File: config.mk
export PLATFORM = sky130hd
export DESIGN_NAME = http_response_stream_parser_top_flat
export DESIGN_NICKNAME = d
export VERILOG_FILES = /design/src/rtl/core/hpsp_pkg.sv /design/src/rtl/core/hpsp_if.sv /design/src/rtl/core/hpsp_core.sv /design/src/rtl/core/http_response_stream_parser_top.sv /design/src/flat_wrapper.sv
export VERILOG_INCLUDE_DIRS = /design/src /design/src/rtl/core
export SDC_FILE = /design/constraint.sdc
export NUM_CORES = 1
export LEC_CHECK = 0
export BUFFER_PORTS_ARGS = -buffer_cell sky130_fd_sc_hd__buf_2
export CORE_UTILIZATION = 55
export DETAILED_ROUTE_END_ITERATION = 16
export PLACE_DENSITY = 0.82
export SLEW_MARGIN = 20
export SYNTH_ARGS = -nofsm -noshare
export SYNTH_HDL_FRONTEND = slang
export SYNTH_SLANG_ARGS = --single-unit
File: constraint.sdc
create_clock -name clk -period 12.6 [get_ports clk]
set_input_delay 0 -clock clk [delete_from_list [all_inputs] [get_ports clk]]
set_output_delay 0 -clock clk [all_outputs]
set_load 0.02 [all_outputs]
File: src/rtl/core/http_response_stream_parser_top_macros.svh
// Assertion macros shared by the HTTP response stream parser RTL.
// Each macro expects clk and rst_n in scope of the including module.
`ifndef HTTP_RESPONSE_STREAM_PARSER_TOP_MACROS_SVH
`define HTTP_RESPONSE_STREAM_PARSER_TOP_MACROS_SVH

// Same-cycle implication, disabled while reset is held.
`define HPSP_ASSERT_NOW(lbl, ante, cons, msg) \
  lbl: assert property (@(posedge clk) disable iff (!rst_n) (ante) |-> (cons)) \
    else $error(msg);

// Next-cycle implication, disabled while reset is held.
`define HPSP_ASSERT_NEXT(lbl, ante, cons, msg) \
  lbl: assert property (@(posedge clk) disable iff (!rst_n) (ante) |=> (cons)) \
    else $error(msg);

`endif

File: src/rtl/core/hpsp_pkg.sv
// Package for the HTTP response stream parser: phase and error codes,
// result and per-line state types, and the byte-level matching functions.
// No dependencies.
`timescale 1ns / 1ps

package hpsp_pkg;

  localparam int MAX_LINE_DEF  = 1024;
  localparam int STATUS_OFFSET = 9;
  localparam int VERSION_LEN   = 8;
  localparam int NAME_LEN      = 14;

  localparam logic [2:0] PH_STATUS  = 3'd0;
  localparam logic [2:0] PH_HEADERS = 3'd1;
  localparam logic [2:0] PH_BODY    = 3'd2;
  localparam logic [2:0] PH_DONE    = 3'd3;
  localparam logic [2:0] PH_ERROR   = 3'd4;

  localparam logic [1:0] ERR_NONE     = 2'd0;
  localparam logic [1:0] ERR_STATUS   = 2'd1;
  localparam logic [1:0] ERR_HEADER   = 2'd2;
  localparam logic [1:0] ERR_TOO_LONG = 2'd3;

  localparam logic [7:0] CHAR_CR    = 8'h0d;
  localparam logic [7:0] CHAR_LF    = 8'h0a;
  localparam logic [7:0] CHAR_SPACE = 8'h20;
  localparam logic [7:0] CHAR_COLON = 8'h3a;
  localparam logic [7:0] CHAR_H     = 8'h48;

  typedef struct packed {
    logic [2:0]  phase;
    logic [15:0] http_status;
    logic [15:0] content_length;
    logic        body_valid;
    logic [7:0]  body_byte;
    logic        body_last;
    logic [1:0]  error_code;
    logic        complete;
  } result_t;

  // Matching state that lives for one line and is cleared at its end.
  typedef struct packed {
    logic [3:0]  ver_pos;
    logic [15:0] status_accum;
    logic        status_done;
    logic        colon_seen;
    logic        skipping;
    logic        value_nonempty;
    logic [3:0]  name_pos;
    logic        name_mismatch;
    logic [15:0] value_accum;
    logic        value_done;
  } line_t;

  function automatic logic [7:0] version_char(input logic [2:0] idx);
    logic [7:0] c;
    case (idx)
      3'd0:    c = "H";
      3'd1:    c = "T";
      3'd2:    c = "T";
      3'd3:    c = "P";
      3'd4:    c = "/";
      3'd5:    c = "1";
      3'd6:    c = ".";
      default: c = "1";
    endcase
    return c;
  endfunction

  function automatic logic [7:0] name_char(input logic [3:0] idx);
    logic [7:0] c;
    case (idx)
      4'd0:    c = "C";
      4'd1:    c = "O";
      4'd2:    c = "N";
      4'd3:    c = "T";
      4'd4:    c = "E";
      4'd5:    c = "N";
      4'd6:    c = "T";
      4'd7:    c = "-";
      4'd8:    c = "L";
      4'd9:    c = "E";
      4'd10:   c = "N";
      4'd11:   c = "G";
      4'd12:   c = "T";
      4'd13:   c = "H";
      default: c = 8'h00;
    endcase
    return c;
  endfunction

  function automatic logic [7:0] upcase(input logic [7:0] c);
    return (c >= "a" && c <= "z") ? c - 8'd32 : c;
  endfunction

  function automatic logic is_digit(input logic [7:0] c);
    return (c >= "0" && c <= "9");
  endfunction

  // acc * 10 + digit, wrapping at 16 bits; shifts and adds only.
  function automatic logic [15:0] dec_step(input logic [15:0] acc, input logic [7:0] c);
    logic [7:0] d;
    d = c - "0";
    return (acc << 3) + (acc << 1) + {12'd0, d[3:0]};
  endfunction

  // Fold one content byte of the current line into the line state.
  function automatic line_t take_content(input line_t s, input logic in_status,
                                         input logic [7:0] c, input logic past_offset);
    line_t n;
    n = s;
    if (in_status) begin
      if (s.ver_pos < 4'(VERSION_LEN)) begin
        if (c == version_char(s.ver_pos[2:0])) n.ver_pos = s.ver_pos + 4'd1;
        else n.ver_pos = (c == CHAR_H) ? 4'd1 : 4'd0;
      end
      if (past_offset && !s.status_done) begin
        if (is_digit(c)) n.status_accum = dec_step(s.status_accum, c);
        else n.status_done = 1'b1;
      end
    end else if (!s.colon_seen) begin
      if (c == CHAR_COLON) begin
        n.colon_seen = 1'b1;
        n.skipping   = 1'b1;
      end else if (!s.name_mismatch && s.name_pos < 4'(NAME_LEN) &&
                   upcase(c) == name_char(s.name_pos)) begin
        n.name_pos = s.name_pos + 4'd1;
      end else begin
        n.name_mismatch = 1'b1;
      end
    end else if (s.skipping && c == CHAR_SPACE) begin
      n = s;
    end else begin
      n.skipping = 1'b0;
      if (s.skipping) n.value_nonempty = 1'b1;
      if (!s.value_done) begin
        if (is_digit(c)) n.value_accum = dec_step(s.value_accum, c);
        else n.value_done = 1'b1;
      end
    end
    return n;
  endfunction

endpackage

File: src/rtl/core/hpsp_if.sv
// Valid/ready channel interfaces for the HTTP response stream parser:
// the received-byte channel and the per-byte result channel. Uses hpsp_pkg.
`timescale 1ns / 1ps

interface hpsp_in_if import hpsp_pkg::*; ();
  logic       valid;
  logic       ready;
  logic [7:0] rx_byte;
  logic       start_req;

  modport source (output valid, output rx_byte, output start_req, input ready);
  modport sink (input valid, input rx_byte, input start_req, output ready);
endinterface

interface hpsp_out_if import hpsp_pkg::*; ();
  logic        valid;
  logic        ready;
  logic [2:0]  phase;
  logic [15:0] http_status;
  logic [15:0] content_length;
  logic        body_valid;
  logic [7:0]  body_byte;
  logic        body_last;
  logic [1:0]  error_code;
  logic        complete;

  modport source (output valid, output phase, output http_status, output content_length,
                  output body_valid, output body_byte, output body_last,
                  output error_code, output complete, input ready);
  modport sink (input valid, input phase, input http_status, input content_length,
                input body_valid, input body_byte, input body_last,
                input error_code, input complete, output ready);
endinterface

File: src/rtl/core/hpsp_core.sv
// Parse state registers and the per-byte next-state logic of the HTTP
// response stream parser. Depends on hpsp_pkg.
`timescale 1ns / 1ps

module hpsp_core import hpsp_pkg::*; #(
  parameter int MAX_LINE = MAX_LINE_DEF
) (
  input  logic       clk,
  input  logic       rst_n,
  input  logic       take,
  input  logic [7:0] rx_byte,
  input  logic       start_req,
  output result_t    res
);

  localparam int LCW = $clog2(MAX_LINE + 1);
  localparam logic [LCW:0]   MAXL = (LCW + 1)'(MAX_LINE);
  localparam logic [LCW-1:0] OFFS = LCW'(STATUS_OFFSET);

  logic [2:0]     phase_r, phase_nxt;
  logic [LCW-1:0] count_r, count_nxt;
  logic           pend_r, pend_nxt;
  line_t          line_r, line_nxt;
  logic [15:0]    length_r, length_nxt;
  logic [15:0]    status_r, status_nxt;
  logic [15:0]    body_cnt_r, body_cnt_nxt;
  logic [1:0]     err_r, err_nxt;

  logic [2:0]     ph_c;
  logic [LCW-1:0] cnt_c;
  logic           pend_c;
  line_t          line_c;
  logic [15:0]    len_c, body_c;
  logic [15:0]    body_inc;
  logic           done, bvalid, blast;
  line_t          l1;
  logic [LCW-1:0] cnt1;
  logic           in_status;

  always_comb begin
    // A start byte sees the state as after reset.
    ph_c   = start_req ? PH_STATUS : phase_r;
    cnt_c  = start_req ? '0 : count_r;
    pend_c = start_req ? 1'b0 : pend_r;
    line_c = start_req ? '0 : line_r;
    len_c  = start_req ? '0 : length_r;
    body_c = start_req ? '0 : body_cnt_r;

    phase_nxt    = ph_c;
    count_nxt    = cnt_c;
    pend_nxt     = pend_c;
    line_nxt     = line_c;
    length_nxt   = len_c;
    status_nxt   = start_req ? '0 : status_r;
    body_cnt_nxt = body_c;
    err_nxt      = start_req ? ERR_NONE : err_r;
    done         = 1'b0;
    bvalid       = 1'b0;
    blast        = 1'b0;
    in_status    = (ph_c == PH_STATUS);
    l1           = line_c;
    cnt1         = cnt_c;
    body_inc     = body_c + 16'd1;

    if (ph_c == PH_STATUS || ph_c == PH_HEADERS) begin
      if (pend_c && rx_byte == CHAR_LF) begin
        if (in_status) begin
          if (line_c.ver_pos != 4'(VERSION_LEN)) begin
            phase_nxt = PH_ERROR;
            err_nxt   = ERR_STATUS;
          end else begin
            status_nxt = line_c.status_accum;
            phase_nxt  = PH_HEADERS;
            count_nxt  = '0;
            pend_nxt   = 1'b0;
            line_nxt   = '0;
          end
        end else if (cnt_c == '0) begin
          // Empty line: headers end here.
          count_nxt = '0;
          pend_nxt  = 1'b0;
          line_nxt  = '0;
          if (len_c != 16'd0) begin
            phase_nxt = PH_BODY;
          end else begin
            phase_nxt = PH_DONE;
            done      = 1'b1;
          end
        end else if (!line_c.colon_seen || !line_c.value_nonempty) begin
          phase_nxt = PH_ERROR;
          err_nxt   = ERR_HEADER;
        end else begin
          if (!line_c.name_mismatch && line_c.name_pos == 4'(NAME_LEN)) begin
            length_nxt = line_c.value_accum;
          end
          count_nxt = '0;
          pend_nxt  = 1'b0;
          line_nxt  = '0;
        end
      end else begin
        // A held CR not followed by LF is an ordinary byte of the line.
        if (pend_c) begin
          l1   = take_content(line_c, in_status, CHAR_CR, cnt_c >= OFFS);
          cnt1 = cnt_c + 1'b1;
        end
        if (rx_byte == CHAR_CR) begin
          pend_nxt  = 1'b1;
          line_nxt  = l1;
          count_nxt = cnt1;
        end else begin
          pend_nxt  = 1'b0;
          line_nxt  = take_content(l1, in_status, rx_byte, cnt1 >= OFFS);
          count_nxt = cnt1 + 1'b1;
        end
        if ({1'b0, count_nxt} + {{LCW{1'b0}}, pend_nxt} >= MAXL) begin
          phase_nxt = PH_ERROR;
          err_nxt   = ERR_TOO_LONG;
        end
      end
    end else if (ph_c == PH_BODY) begin
      bvalid       = 1'b1;
      body_cnt_nxt = body_inc;
      if (body_inc == len_c) begin
        blast     = 1'b1;
        done      = 1'b1;
        phase_nxt = PH_DONE;
      end
    end

    res.phase          = phase_nxt;
    res.http_status    = status_nxt;
    res.content_length = length_nxt;
    res.body_valid     = bvalid;
    res.body_byte      = bvalid ? rx_byte : 8'd0;
    res.body_last      = blast;
    res.error_code     = err_nxt;
    res.complete       = done;
  end

  always_ff @(posedge clk) begin
    if (!rst_n) begin
      phase_r    <= PH_STATUS;
      count_r    <= '0;
      pend_r     <= 1'b0;
      line_r     <= '0;
      length_r   <= '0;
      status_r   <= '0;
      body_cnt_r <= '0;
      err_r      <= ERR_NONE;
    end else if (take) begin
      phase_r    <= phase_nxt;
      count_r    <= count_nxt;
      pend_r     <= pend_nxt;
      line_r     <= line_nxt;
      length_r   <= length_nxt;
      status_r   <= status_nxt;
      body_cnt_r <= body_cnt_nxt;
      err_r      <= err_nxt;
    end
  end

endmodule

File: src/rtl/core/http_response_stream_parser_top.sv
// HTTP/1.1 response stream parser, one received byte per item, one result per item.
// Top level: handshake and result register around hpsp_core. Depends on hpsp_pkg,
// hpsp_if.sv and http_response_stream_parser_top_macros.svh.
`timescale 1ns / 1ps

// Feed the response byte by byte on in_ch; raise start_req on the first byte
// of every response to clear all parse state. Each accepted item yields
// exactly one result item on out_ch, on the next cycle: the phase after the
// byte, the status code and Content-Length seen so far, a body byte strobe
// with a last-byte marker, the held error code and a completion pulse. The
// block takes one byte every cycle; the parse state is updated in the same
// cycle the byte is accepted, and a single result register decouples the
// two sides, so in_ch stalls only while that register is full and out_ch
// is not ready. After completion or an error, bytes are still accepted and
// answered, but change nothing until the next start_req. MAX_LINE bounds
// the bytes of one line, including a trailing CR still waiting for its LF.

`include "http_response_stream_parser_top_macros.svh"

module http_response_stream_parser_top import hpsp_pkg::*; #(
  parameter int MAX_LINE = MAX_LINE_DEF
) (
  input  logic     clk,
  input  logic     rst_n,
  hpsp_in_if.sink    in_ch,
  hpsp_out_if.source out_ch
);

  logic    take;
  result_t core_res;
  result_t res_r;
  logic    out_vld_r;

  // Accept whenever the result register is empty or is being drained.
  assign in_ch.ready = !out_vld_r || out_ch.ready;
  assign take        = in_ch.valid && in_ch.ready;

  hpsp_core #(
    .MAX_LINE (MAX_LINE)
  ) u_core (
    .clk       (clk),
    .rst_n     (rst_n),
    .take      (take),
    .rx_byte   (in_ch.rx_byte),
    .start_req (in_ch.start_req),
    .res       (core_res)
  );

  // Hold the result until taken; load a fresh one on every accepted byte.
  always_ff @(posedge clk) begin
    if (!rst_n) begin
      out_vld_r <= 1'b0;
    end else if (take) begin
      out_vld_r <= 1'b1;
    end else if (out_ch.ready) begin
      out_vld_r <= 1'b0;
    end
  end

  always_ff @(posedge clk) begin
    if (take) begin
      res_r <= core_res;
    end
  end

  assign out_ch.valid          = out_vld_r;
  assign out_ch.phase          = res_r.phase;
  assign out_ch.http_status    = res_r.http_status;
  assign out_ch.content_length = res_r.content_length;
  assign out_ch.body_valid     = res_r.body_valid;
  assign out_ch.body_byte      = res_r.body_byte;
  assign out_ch.body_last      = res_r.body_last;
  assign out_ch.error_code     = res_r.error_code;
  assign out_ch.complete       = res_r.complete;

  // The last body byte always finishes the response.
  `HPSP_ASSERT_NOW(a_last_completes, out_vld_r && res_r.body_last,
                   res_r.body_valid && res_r.complete && res_r.phase == PH_DONE,
                   "body_last without completion")

  // An error code is shown exactly while the phase is error.
  `HPSP_ASSERT_NOW(a_err_phase, out_vld_r,
                   (res_r.phase == PH_ERROR) == (res_r.error_code != ERR_NONE),
                   "error code and phase disagree")

  // Completion is only reported together with the done phase.
  `HPSP_ASSERT_NOW(a_complete_phase, out_vld_r && res_r.complete, res_r.phase == PH_DONE,
                   "complete outside done phase")

  // The first byte of a response always leaves the parser in the status line.
  `HPSP_ASSERT_NEXT(a_start_status, take && in_ch.start_req,
                    out_vld_r && res_r.phase == PH_STATUS && res_r.http_status == 16'd0,
                    "start byte left status line")

endmodule
File: src/flat_wrapper.sv
// flat-port wrapper written by rule: the top's interface ports become plain ports
module http_response_stream_parser_top_flat import hpsp_pkg::*;
#(
  parameter int MAX_LINE = MAX_LINE_DEF
)
  (clk, rst_n, in_ch_valid, in_ch_rx_byte, in_ch_start_req, in_ch_ready, out_ch_valid, out_ch_phase, out_ch_http_status, out_ch_content_length, out_ch_body_valid, out_ch_body_byte, out_ch_body_last, out_ch_error_code, out_ch_complete, out_ch_ready);
  hpsp_in_if in_ch_i ();
  hpsp_out_if out_ch_i ();
  input  logic clk;
  input  logic rst_n;
  input wire logic [$bits(in_ch_i.valid)-1:0] in_ch_valid;
  input wire logic [$bits(in_ch_i.rx_byte)-1:0] in_ch_rx_byte;
  input wire logic [$bits(in_ch_i.start_req)-1:0] in_ch_start_req;
  output wire logic [$bits(in_ch_i.ready)-1:0] in_ch_ready;
  output wire logic [$bits(out_ch_i.valid)-1:0] out_ch_valid;
  output wire logic [$bits(out_ch_i.phase)-1:0] out_ch_phase;
  output wire logic [$bits(out_ch_i.http_status)-1:0] out_ch_http_status;
  output wire logic [$bits(out_ch_i.content_length)-1:0] out_ch_content_length;
  output wire logic [$bits(out_ch_i.body_valid)-1:0] out_ch_body_valid;
  output wire logic [$bits(out_ch_i.body_byte)-1:0] out_ch_body_byte;
  output wire logic [$bits(out_ch_i.body_last)-1:0] out_ch_body_last;
  output wire logic [$bits(out_ch_i.error_code)-1:0] out_ch_error_code;
  output wire logic [$bits(out_ch_i.complete)-1:0] out_ch_complete;
  input wire logic [$bits(out_ch_i.ready)-1:0] out_ch_ready;
  assign in_ch_i.valid = in_ch_valid;
  assign in_ch_i.rx_byte = in_ch_rx_byte;
  assign in_ch_i.start_req = in_ch_start_req;
  assign in_ch_ready = in_ch_i.ready;
  assign out_ch_valid = out_ch_i.valid;
  assign out_ch_phase = out_ch_i.phase;
  assign out_ch_http_status = out_ch_i.http_status;
  assign out_ch_content_length = out_ch_i.content_length;
  assign out_ch_body_valid = out_ch_i.body_valid;
  assign out_ch_body_byte = out_ch_i.body_byte;
  assign out_ch_body_last = out_ch_i.body_last;
  assign out_ch_error_code = out_ch_i.error_code;
  assign out_ch_complete = out_ch_i.complete;
  assign out_ch_i.ready = out_ch_ready;
  http_response_stream_parser_top #(.MAX_LINE(MAX_LINE)) u_core (.clk(clk), .rst_n(rst_n), .in_ch(in_ch_i), .out_ch(out_ch_i));
endmodule
* Word level (Yosys, flattened, before mapping) *
Memories as Yosys holds them, arrays and structs flattened.
Cells that the tools add are included.

storage, ports and cells
  register bits after elaboration = 160
  memory bits (read-only) = 224
  bits of input ports = 13
  logic and storage cells = 245
  memories kept = 2

cells by class
  add/subtract/negate cells = 14
  $lt $le $gt $ge = 11
  equal/unequal tests = 24
  multiplexer cells = 138
  reductions and logical operators = 30

memories
  memory            depth  width  rd ports  clocked after Yosys merged registers in  wr ports  RTL line        source
  (name not given)  16     7      1         0                                        0         hpsp_pkg.sv:72  case (idx)
  (name not given)  16     7      1         0                                        0         hpsp_pkg.sv:72

operator list
  cell                                                   count
  two-way mux 46 bit                                     11
  two-way mux 16 bit                                     17
  two-way mux 8 bit                                      22
  two-way mux 11 bit                                     13
  one-hot mux 7 bit (5 select lines)                     2
  two-way mux 17 bit                                     4
  two-way mux 1 bit                                      34
  adder 16 bit                                           2
  adder 16 x 4 -> 16 bit                                 2
  two-way mux 3 bit                                      10
  two-way mux 4 bit                                      7
  two-way mux 25 bit                                     1
  two-way mux 2 bit                                      12
  adder 11 x 1 -> 11 bit (second input constant)         2
  >= comparator 11 x 4 -> 1 bit (second input constant)  2
  two-way mux 21 bit                                     1
  adder 16 x 1 -> 16 bit (second input constant)         1
  adder 4 x 1 -> 4 bit (second input constant)           4
  == test 16 bit                                         1
  == test 4 x 8 -> 1 bit (first input constant)          2
  == test 8 x 4 -> 1 bit (second input constant)         2
  == test 8 x 6 -> 1 bit (second input constant)         2
  == test 8 bit                                          2
  < comparator 4 bit (second input constant)             4
  other kinds (24)                                       57

* Logic depth before layout (Yosys ltp) *
Gate-level depths: netlist of the first run.
An unclocked memory read counts as a cell.

  word-level depth = 32
  depth in mapped cells = 22

* By module *
From an unflattened synthesis of the first run, not the netlist that was laid out.

unflattened totals
  cells, all modules = 1353
  area, all modules = 11586.1 µm²

by module, submodules not included
  module                           instances  cells an instance  area each (µm²)
  hpsp_core                        1          1300               10087.2
  http_response_stream_parser_top  1          53                 1498.9

* Worst setup path after synthesis of the first run *
OpenSTA, ideal clock, no wires.

  path type = input port to flip-flop
  start point = input port in_ch_start_req
  end point = register u_core.u_core.line_r[13] (netlist name)
  data arrival time = 4275 ps
  data required time = 12472 ps
  path slack = 8197 ps
  cell stages on the path = 18
  path through = buf_2 -> buf_4 -> buf_2 -> buf_2 -> clkbuf_1 -> clkbuf_1 -> clkbuf_1 -> nor2b_1 -> fa_1 -> fa_1 -> a21o_1 -> a21oi_1 -> o21bai_1 -> a2111oi_0 -> o31ai_1 -> xor2_1 -> a32oi_1 -> nor2_1

on the way
  longest elaborated chain between the ends = 14
  elaborated cells between the ends (all ways) = 35
  classes of those cells = 2 x add/sub; 2 x eq/ne; 23 x mux; 8 x reduce/logical

RTL lines
  what                    RTL line            source
  from (decl)             flat_wrapper.sv:13  input wire logic [$bits(in_ch_i.start_req)-1:0] in_ch_start_req;
  two-way mux 46 bit      hpsp_core.sv:45     line_c = start_req ? '0 : line_r;
  two-way mux 46 bit      hpsp_core.sv:102    if (pend_c) begin
  two-way mux 46 bit      hpsp_core.sv:66     if (pend_c && rx_byte == CHAR_LF) begin
  two-way mux 46 bit      hpsp_core.sv:65     if (ph_c == PH_STATUS || ph_c == PH_HEADERS) begin
  adder 16 bit            hpsp_pkg.sv:104     return (acc << 3) + (acc << 1) + {12'd0, d[3:0]};
  adder 16 x 4 -> 16 bit  hpsp_pkg.sv:104
  two-way mux 16 bit      hpsp_pkg.sv:137     if (is_digit(c)) n.value_accum = dec_step(s.value_accum, c);
  two-way mux 17 bit      hpsp_pkg.sv:136     if (!s.value_done) begin
  two-way mux 17 bit      hpsp_pkg.sv:131     end else if (s.skipping && c == CHAR_SPACE) begin
  two-way mux 17 bit      hpsp_pkg.sv:121     end else if (!s.colon_seen) begin
  two-way mux 25 bit      hpsp_pkg.sv:112     if (in_status) begin
  two-way mux 46 bit      hpsp_core.sv:106    if (rx_byte == CHAR_CR) begin
  two-way mux 46 bit      hpsp_core.sv:66
  two-way mux 46 bit *    hpsp_core.sv:65
  to (signal assigned)    hpsp_core.sv:154    line_r <= line_nxt;
  to (decl)               hpsp_core.sv:23     line_t line_r, line_nxt;

Every way passes the cells marked *; elsewhere a longest branch is shown, timed or not. The select of a mux whose other input is x is not followed.
A chain may end at the register's enable or synchronous reset.

* Final worst setup path of the first run *
  start point = register u_core.u_core.line_r[18] (netlist name)
  end point = register u_core.u_core.line_r[18] (netlist name)

on the way
  longest elaborated chain between the ends = 31
  elaborated cells between the ends (all ways) = 43
  classes of those cells = 2 x add/sub; 2 x order compare; 2 x eq/ne; 30 x mux; 5 x reduce/logical; 2 x memory

RTL lines
  what                      RTL line          source
  two-way mux 46 bit *      hpsp_core.sv:45
  memory read (16 x 7 bit)  -
  two-way mux 8 bit         hpsp_pkg.sv:121
  two-way mux 8 bit         hpsp_pkg.sv:112
  two-way mux 8 bit         hpsp_core.sv:102
  two-way mux 8 bit         hpsp_core.sv:66
  two-way mux 8 bit         hpsp_core.sv:65
  == test 4 x 8 -> 1 bit    hpsp_pkg.sv:126   upcase(c) == name_char(s.name_pos)) begin
  [... 15 more ...]         -
  logical AND 1 bit         hpsp_pkg.sv:125   end else if (!s.name_mismatch && s.name_pos < 4'(NAME_LEN) &&
  two-way mux 4 bit         hpsp_pkg.sv:125
  two-way mux 5 bit         hpsp_pkg.sv:122   if (c == CHAR_COLON) begin
  two-way mux 5 bit         hpsp_pkg.sv:121
  two-way mux 25 bit        hpsp_pkg.sv:112
  two-way mux 46 bit        hpsp_core.sv:106
  two-way mux 46 bit        hpsp_core.sv:66
  two-way mux 46 bit *      hpsp_core.sv:65

Marks and branches as above.

==> results of run 1 <==
## synth_stat cells, types with 11 or more instances
master / instances / area [um2]
a21oi_1: 113 / 565.5
dfxtp_1: 112 / 2242
a22o_1: 13 / 113.9
and3_1: 11 / 68.82
nor3_1: 25 / 125.1
o21ai_0: 60 / 300.3
xnor2_1: 48 / 420.4
ha_1: 78 / 975.9
or3_1: 17 / 106.4
nand2_1: 157 / 589.3
xor2_1: 22 / 192.7
nor4_1: 13 / 81.33
nand4_1: 12 / 75.07
a22oi_1: 37 / 277.8
mux2i_1: 23 / 230.2
inv_1: 32 / 120.1
a31oi_1: 20 / 125.1
nand3_1: 33 / 165.2
clkbuf_1: 58 / 217.7
nor2b_1: 39 / 244.0
edfxtp_1: 48 / 1441
buf_2: 14 / 70.07
and2_1: 14 / 87.58
nor2_1: 141 / 529.3
## power by group through the flow
stage / sequential (mW) / combinational, mW / clock (mW)
finish: 0.545 / 0.0944 / 0.487
global route: 0.546 / 0.102 / 0.511
CTS: 0.545 / 0.0931 / 0.490
detailed placement: 0.556 / 0.0918 / 0
global placement: 0.556 / 0.0901 / 0
floorplan: 0.565 / 0.0546 / 0
## through the flow
step                      total power [mW]  cell area [um2]  hold slack [ns]
after floorplan                     0.6193            10930           0.1295
after global placement              0.6461            11310           0.2491
after detailed placement            0.6481            11320           0.2521
after CTS                            1.128            11890         0.002628
after global routing                 1.159            11890          0.03458
final                                1.127            11890         0.008275
## cell families (layout without fill, tap and decap cells)
logic type | count (synthesis) | in the layout | synth area share, %
DFF | 160 | 160 | 33.70
AOI/OAI and AO/OA | 342 | 342 | 20.25
adders and majority gates | 82 | 82 | 9.661
buffers and inverters | 116 | 141 | 4.281
and+or+nand+nor | 522 | 522 | 23.67
xor gates and xnor gates | 70 | 70 | 5.609
muxes | 30 | 30 | 2.827
## cells in the final DEF (no fill, tap or decap), types with 17 or more instances in the layout
cell / instances
inv_1: 31
edfxtp_1: 48
buf_2: 61
nor2_1: 141
a21oi_1: 113
dfxtp_1: 112
xor2_1: 22
a31oi_1: 20
nand2_1: 157
nor3_1: 25
clkbuf_16: 17
mux2i_1: 23
nand3_1: 33
ha_1: 78
a22oi_1: 37
nor2b_1: 39
or3_1: 17
xnor2_1: 48
o21ai_0: 60
## registers in the layout, indices dropped and copies added (netlist names), 3 cells and up
name / flops
u_core.u_core.count_r: 11
u_core.u_core.length_r: 16
u_core.out_ch.content_length: 16
u_core.u_core.status_r: 16
u_core.u_core.line_r: 46
u_core.u_core.phase_r: 3
u_core.out_ch.phase: 3
u_core.u_core.body_cnt_r: 16
u_core.out_ch.body_byte: 8
u_core.out_ch.http_status: 16
## per-layer routing
layer  part of all wire (%)  vias up
li1                       -     4818
met2                     47      472
met4                    4.2        0
met1                     41     4819
met3                    7.1       95
met5                      0        -
## worst max-delay path: stages, from the launching register on
cell	delay [ns]
dfxtp_1	0.38
nand2_1	0.16
inv_1	0.08
ha_1	0.20
ha_1	0.18
nor4b_1	0.29
nand3_1	0.29
nor2_1	0.41
nor2_1	0.19
inv_1	0.14
ha_1	0.27
mux2_2	0.27
o22ai_1	0.14
o22ai_1	0.11
xnor2_1	0.15
or4_1	0.59
nor4_4	0.36
mux2i_1	0.24
o31ai_1	0.09
## path summary, 6_finish.rpt
path,end,startpoint,slack [ns],depth (start not counted)
hold reg to reg,u_core.u_core.status_r[11],u_core.u_core.status_r[11],0.46,2
setup / recovery,u_core.u_core.line_r[18],u_core.u_core.line_r[18],7.88,18
setup reg to reg,u_core.u_core.line_r[18],u_core.u_core.line_r[18],7.88,18
hold / removal,u_core.out_ch.body_byte[4],in_ch_rx_byte[4],0.008,2
## area by class of cell
cell class,instances,area [um2]
fillers,1654,7569
multi-input cells,1046,6789
flip-flops and latches,160,3684
clock buffers,18,429.2
repair buffers,76,425.4
well taps,265,331.6
inverters,33,125.1
clock inverters,14,110.1
==> flow_metrics.env, run 1 <==
export IMPL_status="finished clean"
export IMPL_overflow=0
export IMPL_relSlewSlack_pct=28.65
export IMPL_start_kind="register"
export IMPL_setup_ws_ns=7.883
export IMPL_antenna_found_initial=0
export IMPL_irDropWorstVdd_mv=0.09695
export IMPL_synthesis_area_mm2=0.01093
export IMPL_p_sw_share_pct=27.29
export IMPL_tns_ns=0
export IMPL_yosysSeqAreaShare_pct=33.70
export IMPL_ys_ff_latch=160
export IMPL_num_rows=51
export IMPL_cts_htree_levels=4
export IMPL_power_density_mw_per_mm2=94.74
export IMPL_place_ws_ns=7.555
export IMPL_start_util_pct=56.16
export IMPL_final_util_pct=61.11
export IMPL_grt_max_degree=82
export IMPL_cts_made_buffers=17
export IMPL_die_w_um=143.0
export IMPL_area_delta_synth_final_pct=8.814
export IMPL_cts_resized=0
export IMPL_clock_fmax_ghz=0.2120
export IMPL_power_switching_mw=0.3076
export IMPL_drt_pass1_iter_count=5
export IMPL_cp_max_fo=6
export IMPL_rsz0062_at_grt="no"
export IMPL_arrival_ns=4.99
export IMPL_setup_viol_count_final=0
export IMPL_clock_latency_ns=0.44
export IMPL_worst_pin_slew_ns=1.066
export IMPL_ant_nets=0
export IMPL_gp_congestion=0.9511
export IMPL_internal_power_mw=0.8192
export IMPL_cts_max_path_buffers=2
export IMPL_final_nets=1429
export IMPL_grt_util_met1_pct=35.88
export IMPL_pin_count=63
export IMPL_ys_warnings_count=0
export IMPL_io_buffers=62
export IMPL_period_minus_slack_ns=4.717
export IMPL_cts_root_buf="clkbuf_16"
export IMPL_syn_nets=1417
export IMPL_grt_pass1_wl_mm=47.70
export IMPL_dp_cells=1577
export IMPL_synth_ff_type="dfxtp_1"
export IMPL_grt_pass1_vias=9571
export IMPL_min_path_type="in2reg"
export IMPL_post_cts_buffers=0
export IMPL_core_area_mm2=0.01946
export IMPL_cts_tree="done"
export IMPL_skew_ns=0.008831
export IMPL_drive_above_1_share_pct=10.17
export IMPL_final_cells=1612
export IMPL_hpwl_mm=19.86
export IMPL_synth_edf_count=48
export IMPL_combPwrFrac_pct=8.4
export IMPL_ys_async_sr_fraction_pct=0
export IMPL_drt_iter0_markers=839
export IMPL_syn_avg_cell_area_um2=8.268
export IMPL_postCtsHoldBufs=3
export IMPL_clk_pin_slew_ns=0.07
export IMPL_viasPerCell=6.330
export IMPL_period_share_pct=37.44
export IMPL_use_met3_pct=5.030
export IMPL_wl_mm=29.67
export IMPL_yosys_cell_types_count=88
export IMPL_p_leak_nw=4.668
export IMPL_antenna_cells=0
export IMPL_cap_violations=0
export IMPL_grt_util_met2_pct=49.86
export IMPL_drc_errors=0
export IMPL_hold_viol=0
export IMPL_gr_usage_all_layers_pct=29.49
export IMPL_avgRoutedWirePerCell_um=18.41
export IMPL_critPathKind="reg2reg"
export IMPL_grt_busiest_layer="met2"
export IMPL_die_area_mm2=0.02044
export IMPL_syn_instance_count=1322
export IMPL_cp_required_ns=12.88
export IMPL_finalMaxSlewViolations=0
export IMPL_power_clock_fraction_pct=43.3
export IMPL_crit_path_end_kind="register"
export IMPL_die_h_um=143.0
export IMPL_p_seq_share_pct=48.4
export IMPL_vias=10200
export IMPL_cts_sinks=160
No activity file was read; power rests on OpenSTA's default activity.
==> inputs of run 2 (changes only) <==
--- a/config.mk
+++ b/config.mk
@@ -6,10 +6,11 @@
 export SDC_FILE = /design/constraint.sdc
 export NUM_CORES = 1
 export LEC_CHECK = 0
+export ABC_AREA = 1
 export BUFFER_PORTS_ARGS = -buffer_cell sky130_fd_sc_hd__buf_2
 export CORE_UTILIZATION = 55
 export DETAILED_ROUTE_END_ITERATION = 16
-export PLACE_DENSITY = 0.82
+export PLACE_DENSITY = 0.85
 export SLEW_MARGIN = 20
 export SYNTH_ARGS = -nofsm -noshare
 export SYNTH_HDL_FRONTEND = slang
==> constraint.sdc (replaced) <==
create_clock -name clk -period 3.8 [get_ports clk]
set_input_delay 0 -clock clk [delete_from_list [all_inputs] [get_ports clk]]
set_output_delay 0 -clock clk [all_outputs]
set_load 0.02 [all_outputs]
==> flow_metrics.env, run 2 <==
export IMPL_synth_most_common_cell="nand2_1"
export IMPL_skew_ns=0.01032
export IMPL_r2r_slack_ns=0.32
export IMPL_die_w_um=151.7
export IMPL_setup_viol_count_final=0
export IMPL_grt_pass1_vias=11650
export IMPL_clock_fmax_ghz=0.2871
export IMPL_min_path_type="in2reg"
export IMPL_r2r_start="u_core.u_core.pend_r"
export IMPL_largest_reg_flops=46
export IMPL_num_rows=54
export IMPL_grt_pass1_wl_mm=55.76
export IMPL_clock_latency_ns=0.44
export IMPL_start_kind="register"
export IMPL_cts_root_buf="clkbuf_16"
export IMPL_status="finished clean"
export IMPL_ant_nets=0
export IMPL_synthesis_area_mm2=0.01233
export IMPL_wl_mm=34.60
export IMPL_multi_input_area_mm2=0.007386
export IMPL_cts_tree="done"
export IMPL_period_minus_slack_ns=3.483
export IMPL_r2r_worst_path_cells=20
export IMPL_drt_iter0_markers=1361
export IMPL_final_common_cell="nand2_1"
export IMPL_critPathKind="reg2reg"
export IMPL_syn_instance_count=1787
export IMPL_clk_pin_slew_ns=0.07
export IMPL_netlist_area_leader_share_pct=18.18
export IMPL_gp_congestion=0.9582
export IMPL_cts_sinks=160
export IMPL_mostFrequentLayoutCells="nand2_1 (344), inv_1 (212), a21oi_1 (198), nor2_1 (189), o21ai_0 (133)"
export IMPL_relSlewSlack_pct=47.20
export IMPL_yosysSeqAreaShare_pct=29.87
export IMPL_pin_count=63
export IMPL_viasPerCell=6.047
export IMPL_cap_violations=0
export IMPL_syn_avg_cell_area_um2=6.901
export IMPL_ys_ff_latch=160
export IMPL_drt_pass1_iter_count=8
export IMPL_cp_required_ns=4.00
export IMPL_cts_max_path_buffers=2
export IMPL_fillers=1898
export IMPL_tns_ns=0
export IMPL_fin_area_mm2=0.01345
export IMPL_ys_warnings_count=0
export IMPL_antenna_cells=0
export IMPL_grt_max_degree=58
export IMPL_die_h_um=151.7
export IMPL_dpl_instance_area_mm2=0.01277
export IMPL_cp_max_fo=9
export IMPL_yosys_cell_types_count=70
export IMPL_io_buffers=62
export IMPL_hold_end="u_core.out_ch.body_byte[6]"
export IMPL_arrival_ns=3.68
export IMPL_drive_above_1_share_pct=11.30
export IMPL_power_density_mw_per_mm2=300.7
export IMPL_worst_pin_slew_ns=0.7919
export IMPL_final_util_pct=61.45
export IMPL_area_delta_synth_final_pct=9.081
export IMPL_r2r_end="u_core.out_ch.error_code[0]"
export IMPL_core_area_mm2=0.02189
export IMPL_p_leak_nw=6.130
export IMPL_netlist_top_cells_area="dfxtp_1 (18%), edfxtp_1 (12%), nand2_1 (11%), a21oi_1 (8.0%), ha_1 (7.9%)"
export IMPL_start_util_pct=56.33
export IMPL_gr_usage_all_layers_pct=30.29
export IMPL_irDropWorstVdd_mv=0.2839
export IMPL_syn_nets=1882
export IMPL_finalMaxSlewViolations=0
export IMPL_synth_common_cells="nand2_1 (345), inv_1 (212), a21oi_1 (198)"
export IMPL_hold_viol=0
export IMPL_synth_ff_type="dfxtp_1"
export IMPL_crit_path_end_kind="register"
export IMPL_antenna_found_initial=0
export IMPL_regArea_mm2=0.003684
export IMPL_cts_htree_levels=4
export IMPL_period_share_pct=91.65
export IMPL_hpwl_mm=24.10
export IMPL_ys_async_sr_fraction_pct=0
export IMPL_min_path_cells=3
export IMPL_final_nets=1914
export IMPL_cts_made_buffers=17
export IMPL_die_area_mm2=0.02303
export IMPL_vias=12770
export IMPL_synth_edf_count=48
export IMPL_avgRoutedWirePerCell_um=16.38
export IMPL_drc_errors=0
export IMPL_overflow=0
export IMPL_synth_largest_area_cell="dfxtp_1"
export IMPL_largest_register="u_core.u_core.line_r"
export IMPL_hp_start="in_ch_rx_byte[6]"
## run 2: worst max path at each step
stage	startpoint	endpoint	cells after the start
2_1_floorplan	in_ch_start_req	u_core.u_core.line_r[13]	25
3_3_place_gp	u_core.u_core.line_r[18]	u_core.u_core.line_r[20]	27
3_5_place_dp	u_core.u_core.line_r[18]	u_core.u_core.line_r[20]	27
4_1_cts	u_core.u_core.line_r[18]	u_core.u_core.line_r[18]	27
5_1_grt	u_core.u_core.line_r[18]	u_core.u_core.line_r[20]	27
6_report	u_core.u_core.pend_r	u_core.out_ch.error_code[0]	20
## run 2: area by class of cell
class / count / share of cell area [%]
multi-input combinational: 1319 / 54.91
inverter: 228 / 6.483
sequential: 160 / 27.38
tap: 280 / 2.604
clock inverter: 13 / 1.125
timing repair buffer: 93 / 4.204
clock buffer: 19 / 3.293
## run 2: worst max-delay path: stages (launching register included)
cell and delay (ns):
dfxtp_1 0.43, inv_1 0.23, nor2_8 0.26, nand2_1 0.09, o21ai_1 0.26, ha_1 0.23
inv_1 0.05, nor2_1 0.14, nand3_1 0.16, nor2_1 0.13, nand2_1 0.10, nor2_1 0.14
nand3_1 0.11, xor2_1 0.27, nand2_1 0.11, nand2_2 0.16, nand3_1 0.10, nand2_1 0.08
nand2_1 0.07, nand2_2 0.08, inv_1 0.04
## run 2: power breakdown
group	switching, mW	leakage [nW]	internal, mW	total, mW
Sequential	0.0245	1.40	1.82	1.85
Combinational	0.314	4.44	0.117	0.431
Clock	0.766	0.292	1.00	1.77
Total	1.10	6.13	2.94	4.05
## run 2: cells by family after synthesis
logic type,synth area share [%]
AO/OA/AOI/OAI,20.27
XOR/XNOR,3.115
adder cells (fa/ha/maj),8.563
buffers and inverters,10.42
flip-flops,29.87
multiplexers,0.1725
AND/OR/NAND/NOR,27.59
## run 2: routing by layer
metal | up-vias | track usage (%) | share of wire, %
li1 | 6069 | - | -
met1 | 5903 | 38.56 | 41
met2 | 695 | 50.02 | 47
met3 | 105 | 5.749 | 9.0
met4 | 0 | 12.52 | 2.9
met5 | - | 0 | 0
## run 2: through the flow
| stage | setup slack (ns) | std cells | total power [mW] | hold WS, ns |
|---|---|---|---|---|
| final | 0.3175 | 2112 | 4.046 | 0.05326 |
| after global placement | 0.3692 | 2074 | 2.285 | 0.3525 |
| after CTS | 0.2168 | 2110 | 4.038 | 0.04225 |
| after floorplan | 0.09821 | 1787 | 2.181 | 0.1384 |
| after detailed placement | 0.2325 | 2074 | 2.300 | 0.3806 |
| after global routing | -0.04623 | 2112 | 4.176 | 0.06663 |
## run 2: repair_timing
action	4_1_cts	5_1_grt
setup buffers	0	2
endpoints found under the hold margin	16	0
hold buffers	4	0
setup endpoints to repair	0	5
resized for setup	0	4
==> inputs of run 3 (changes only) <==
--- a/config.mk
+++ b/config.mk
@@ -11,6 +11,7 @@
 export CORE_UTILIZATION = 55
 export DETAILED_ROUTE_END_ITERATION = 16
 export PLACE_DENSITY = 0.85
+export SETUP_SLACK_MARGIN = 0.5
 export SLEW_MARGIN = 20
 export SYNTH_ARGS = -nofsm -noshare
 export SYNTH_HDL_FRONTEND = slang
==> flow_metrics.env, run 3 (synthesis gave the netlist of run 2 again) <==
export IMPL_status="finished clean"
export IMPL_min_path_type="in2reg"
export IMPL_cp_required_ns=4.16
export IMPL_rsz0062_at_grt="yes"
export IMPL_min_path_cells=3
export IMPL_hpwl_mm=23.15
export IMPL_pin_count=63
export IMPL_hp_start="in_ch_rx_byte[6]"
export IMPL_crit_buf_inv=5
export IMPL_cp_max_fo=6
export IMPL_drive_above_1_share_pct=13.91
export IMPL_skew_ns=0.01267
export IMPL_r2r_slack_ns=0.53
export IMPL_overflow=0
export IMPL_arrival_ns=3.63
export IMPL_viasPerCell=5.958
export IMPL_cts_tree="done"
export IMPL_antenna_cells=0
export IMPL_die_area_mm2=0.02303
export IMPL_die_w_um=151.7
export IMPL_setup_viol_count_final=0
export IMPL_critPathKind="reg2reg"
export IMPL_largest_register="u_core.u_core.line_r"
export IMPL_relSlewSlack_pct=29.80
export IMPL_p_leak_nw=6.214
export IMPL_ant_nets=0
export IMPL_setup_ws_ns=0.5312
export IMPL_crit_path_end_kind="register"
export IMPL_antenna_found_initial=0
export IMPL_area_delta_synth_final_pct=11.85
export IMPL_gr_usage_all_layers_pct=29.83
export IMPL_core_area_mm2=0.02189
export IMPL_hold_end="u_core.out_ch.body_byte[6]"
export IMPL_power_density_mw_per_mm2=292.0
export IMPL_tns_ns=0
export IMPL_critPathMaxStageDelay_ns=0.34
export IMPL_drc_errors=0
export IMPL_r2r_start="u_core.u_core.line_r[19]"
export IMPL_grt_pass1_wl_mm=54.98
export IMPL_grt_pass1_vias=11490
export IMPL_cts_max_path_buffers=2
export IMPL_clock_latency_ns=0.44
export IMPL_gp_congestion=0.9808
export IMPL_worst_pin_slew_ns=1.053
export IMPL_r2r_end="u_core.u_core.line_r[20]"
export IMPL_cts_root_buf="clkbuf_16"
export IMPL_clk_pin_slew_ns=0.07
export IMPL_multi_input_area_mm2=0.007557
export IMPL_vias=12680
export IMPL_regArea_mm2=0.003690
export IMPL_cts_sinks=160
export IMPL_place_ws_ns=0.1650
export IMPL_critPathTopFamily="simple AND/OR/NAND/NOR gates"
export IMPL_num_rows=54
export IMPL_io_buffers=62
export IMPL_cts_htree_levels=4
export IMPL_cap_violations=0
export IMPL_period_share_pct=86.02
export IMPL_final_common_cell="nand2_1"
export IMPL_grt_max_degree=100
export IMPL_start_util_pct=56.33
export IMPL_period_minus_slack_ns=3.269
export IMPL_r2r_worst_path_cells=26
export IMPL_avgRoutedWirePerCell_um=16.23
export IMPL_drt_pass1_iter_count=6
export IMPL_final_nets=1930
export IMPL_slowest_stage="dfxtp_2"
export IMPL_die_h_um=151.7
export IMPL_largest_reg_flops=46
export IMPL_start_kind="register"
export IMPL_drt_iter0_markers=1276
export IMPL_wl_mm=34.55
export IMPL_finalMaxSlewViolations=0
export IMPL_irDropWorstVdd_mv=0.2562
export IMPL_fillers=1878
export IMPL_hold_viol=0
export IMPL_clock_fmax_ghz=0.3059
export IMPL_cts_made_buffers=17
export IMPL_mostFrequentLayoutCells="nand2_1 (336), inv_1 (204), a21oi_1 (195), nor2_1 (187), o21ai_0 (129)"
run 3: changes by cell type in the layout (fill, tap and decap cells not counted), sizes merged:
| cell | change |
|---|---|
| clkinv | +2 |
| inv | -7 |
| clkbuf | +4 |
| clkinvlp | +1 |
| buf | +15 |
| nand3 | +1 |
run 3: worst min-delay path, stage by stage:
cell	delay [ns]
buf_2	0.15
inv_1	0.12
nor2_1	0.13
run 3: worst max path at each step:
stage / start / endpoint / slack (ns) / depth (start not counted)
floorplan: in_ch_start_req / u_core.u_core.line_r[13] / 0.47 / 25
global placement: u_core.u_core.line_r[18] / u_core.u_core.line_r[20] / 0.23 / 27
global route: u_core.u_core.line_r[19] / u_core.u_core.line_r[20] / 0.28 / 27
detailed placement: u_core.u_core.line_r[18] / u_core.u_core.line_r[20] / 0.16 / 27
finish: u_core.u_core.line_r[19] / u_core.u_core.line_r[20] / 0.53 / 26
CTS: u_core.u_core.line_r[18] / u_core.u_core.line_r[20] / 0.49 / 28
run 3: metal layers:
| layer | part of all wire (%) | global-route usage, % | vias to the layer above |
|---|---|---|---|
| li1 | - | - | 6096 |
| met1 | 41 | 39.50 | 5828 |
| met2 | 46 | 48.55 | 646 |
| met3 | 9.2 | 4.760 | 109 |
| met4 | 3.0 | 11.44 | 0 |
| met5 | 0 | 0 | - |
run 3: repair_timing:
action	4_1_cts	5_1_grt
gates cloned	0	1
endpoints found under the hold margin	16	0
setup buffers	6	15
gates resized for setup	11	40
setup endpoints to repair	9	37
pin swaps	6	28
hold buffers	4	0
run 3: final cells by class:
class | count | area share [%]
clock buffer | 23 | 3.474
sequential | 160 | 26.75
multi-input combinational | 1320 | 54.79
inverter | 228 | 6.359
clock inverter | 9 | 0.7892
tap | 280 | 2.540
timing repair buffer | 108 | 5.298
run 3: report_power, final:
group          switching (mW)  total [mW]  internal, mW
Sequential             0.0234        1.85          1.82
Combinational           0.313       0.433         0.120
Clock                   0.724        1.75          1.02
Total                    1.06        4.03          2.97
run 3: per-stage QoR:
stage                     util (%)  power (mW)  instance area [um2]  hold slack [ns]  std cells
after detailed placement     58.52       2.302                12810           0.3871       2070
after CTS                    61.73       4.026                13510          0.06912       2112
after global routing         63.01       4.148                13790           0.1073       2128
after floorplan                  -       2.183                12370           0.1384       1787
final                        63.01       4.027                13790          0.08054       2128
after global placement       58.52       2.289                12810           0.3610       2070
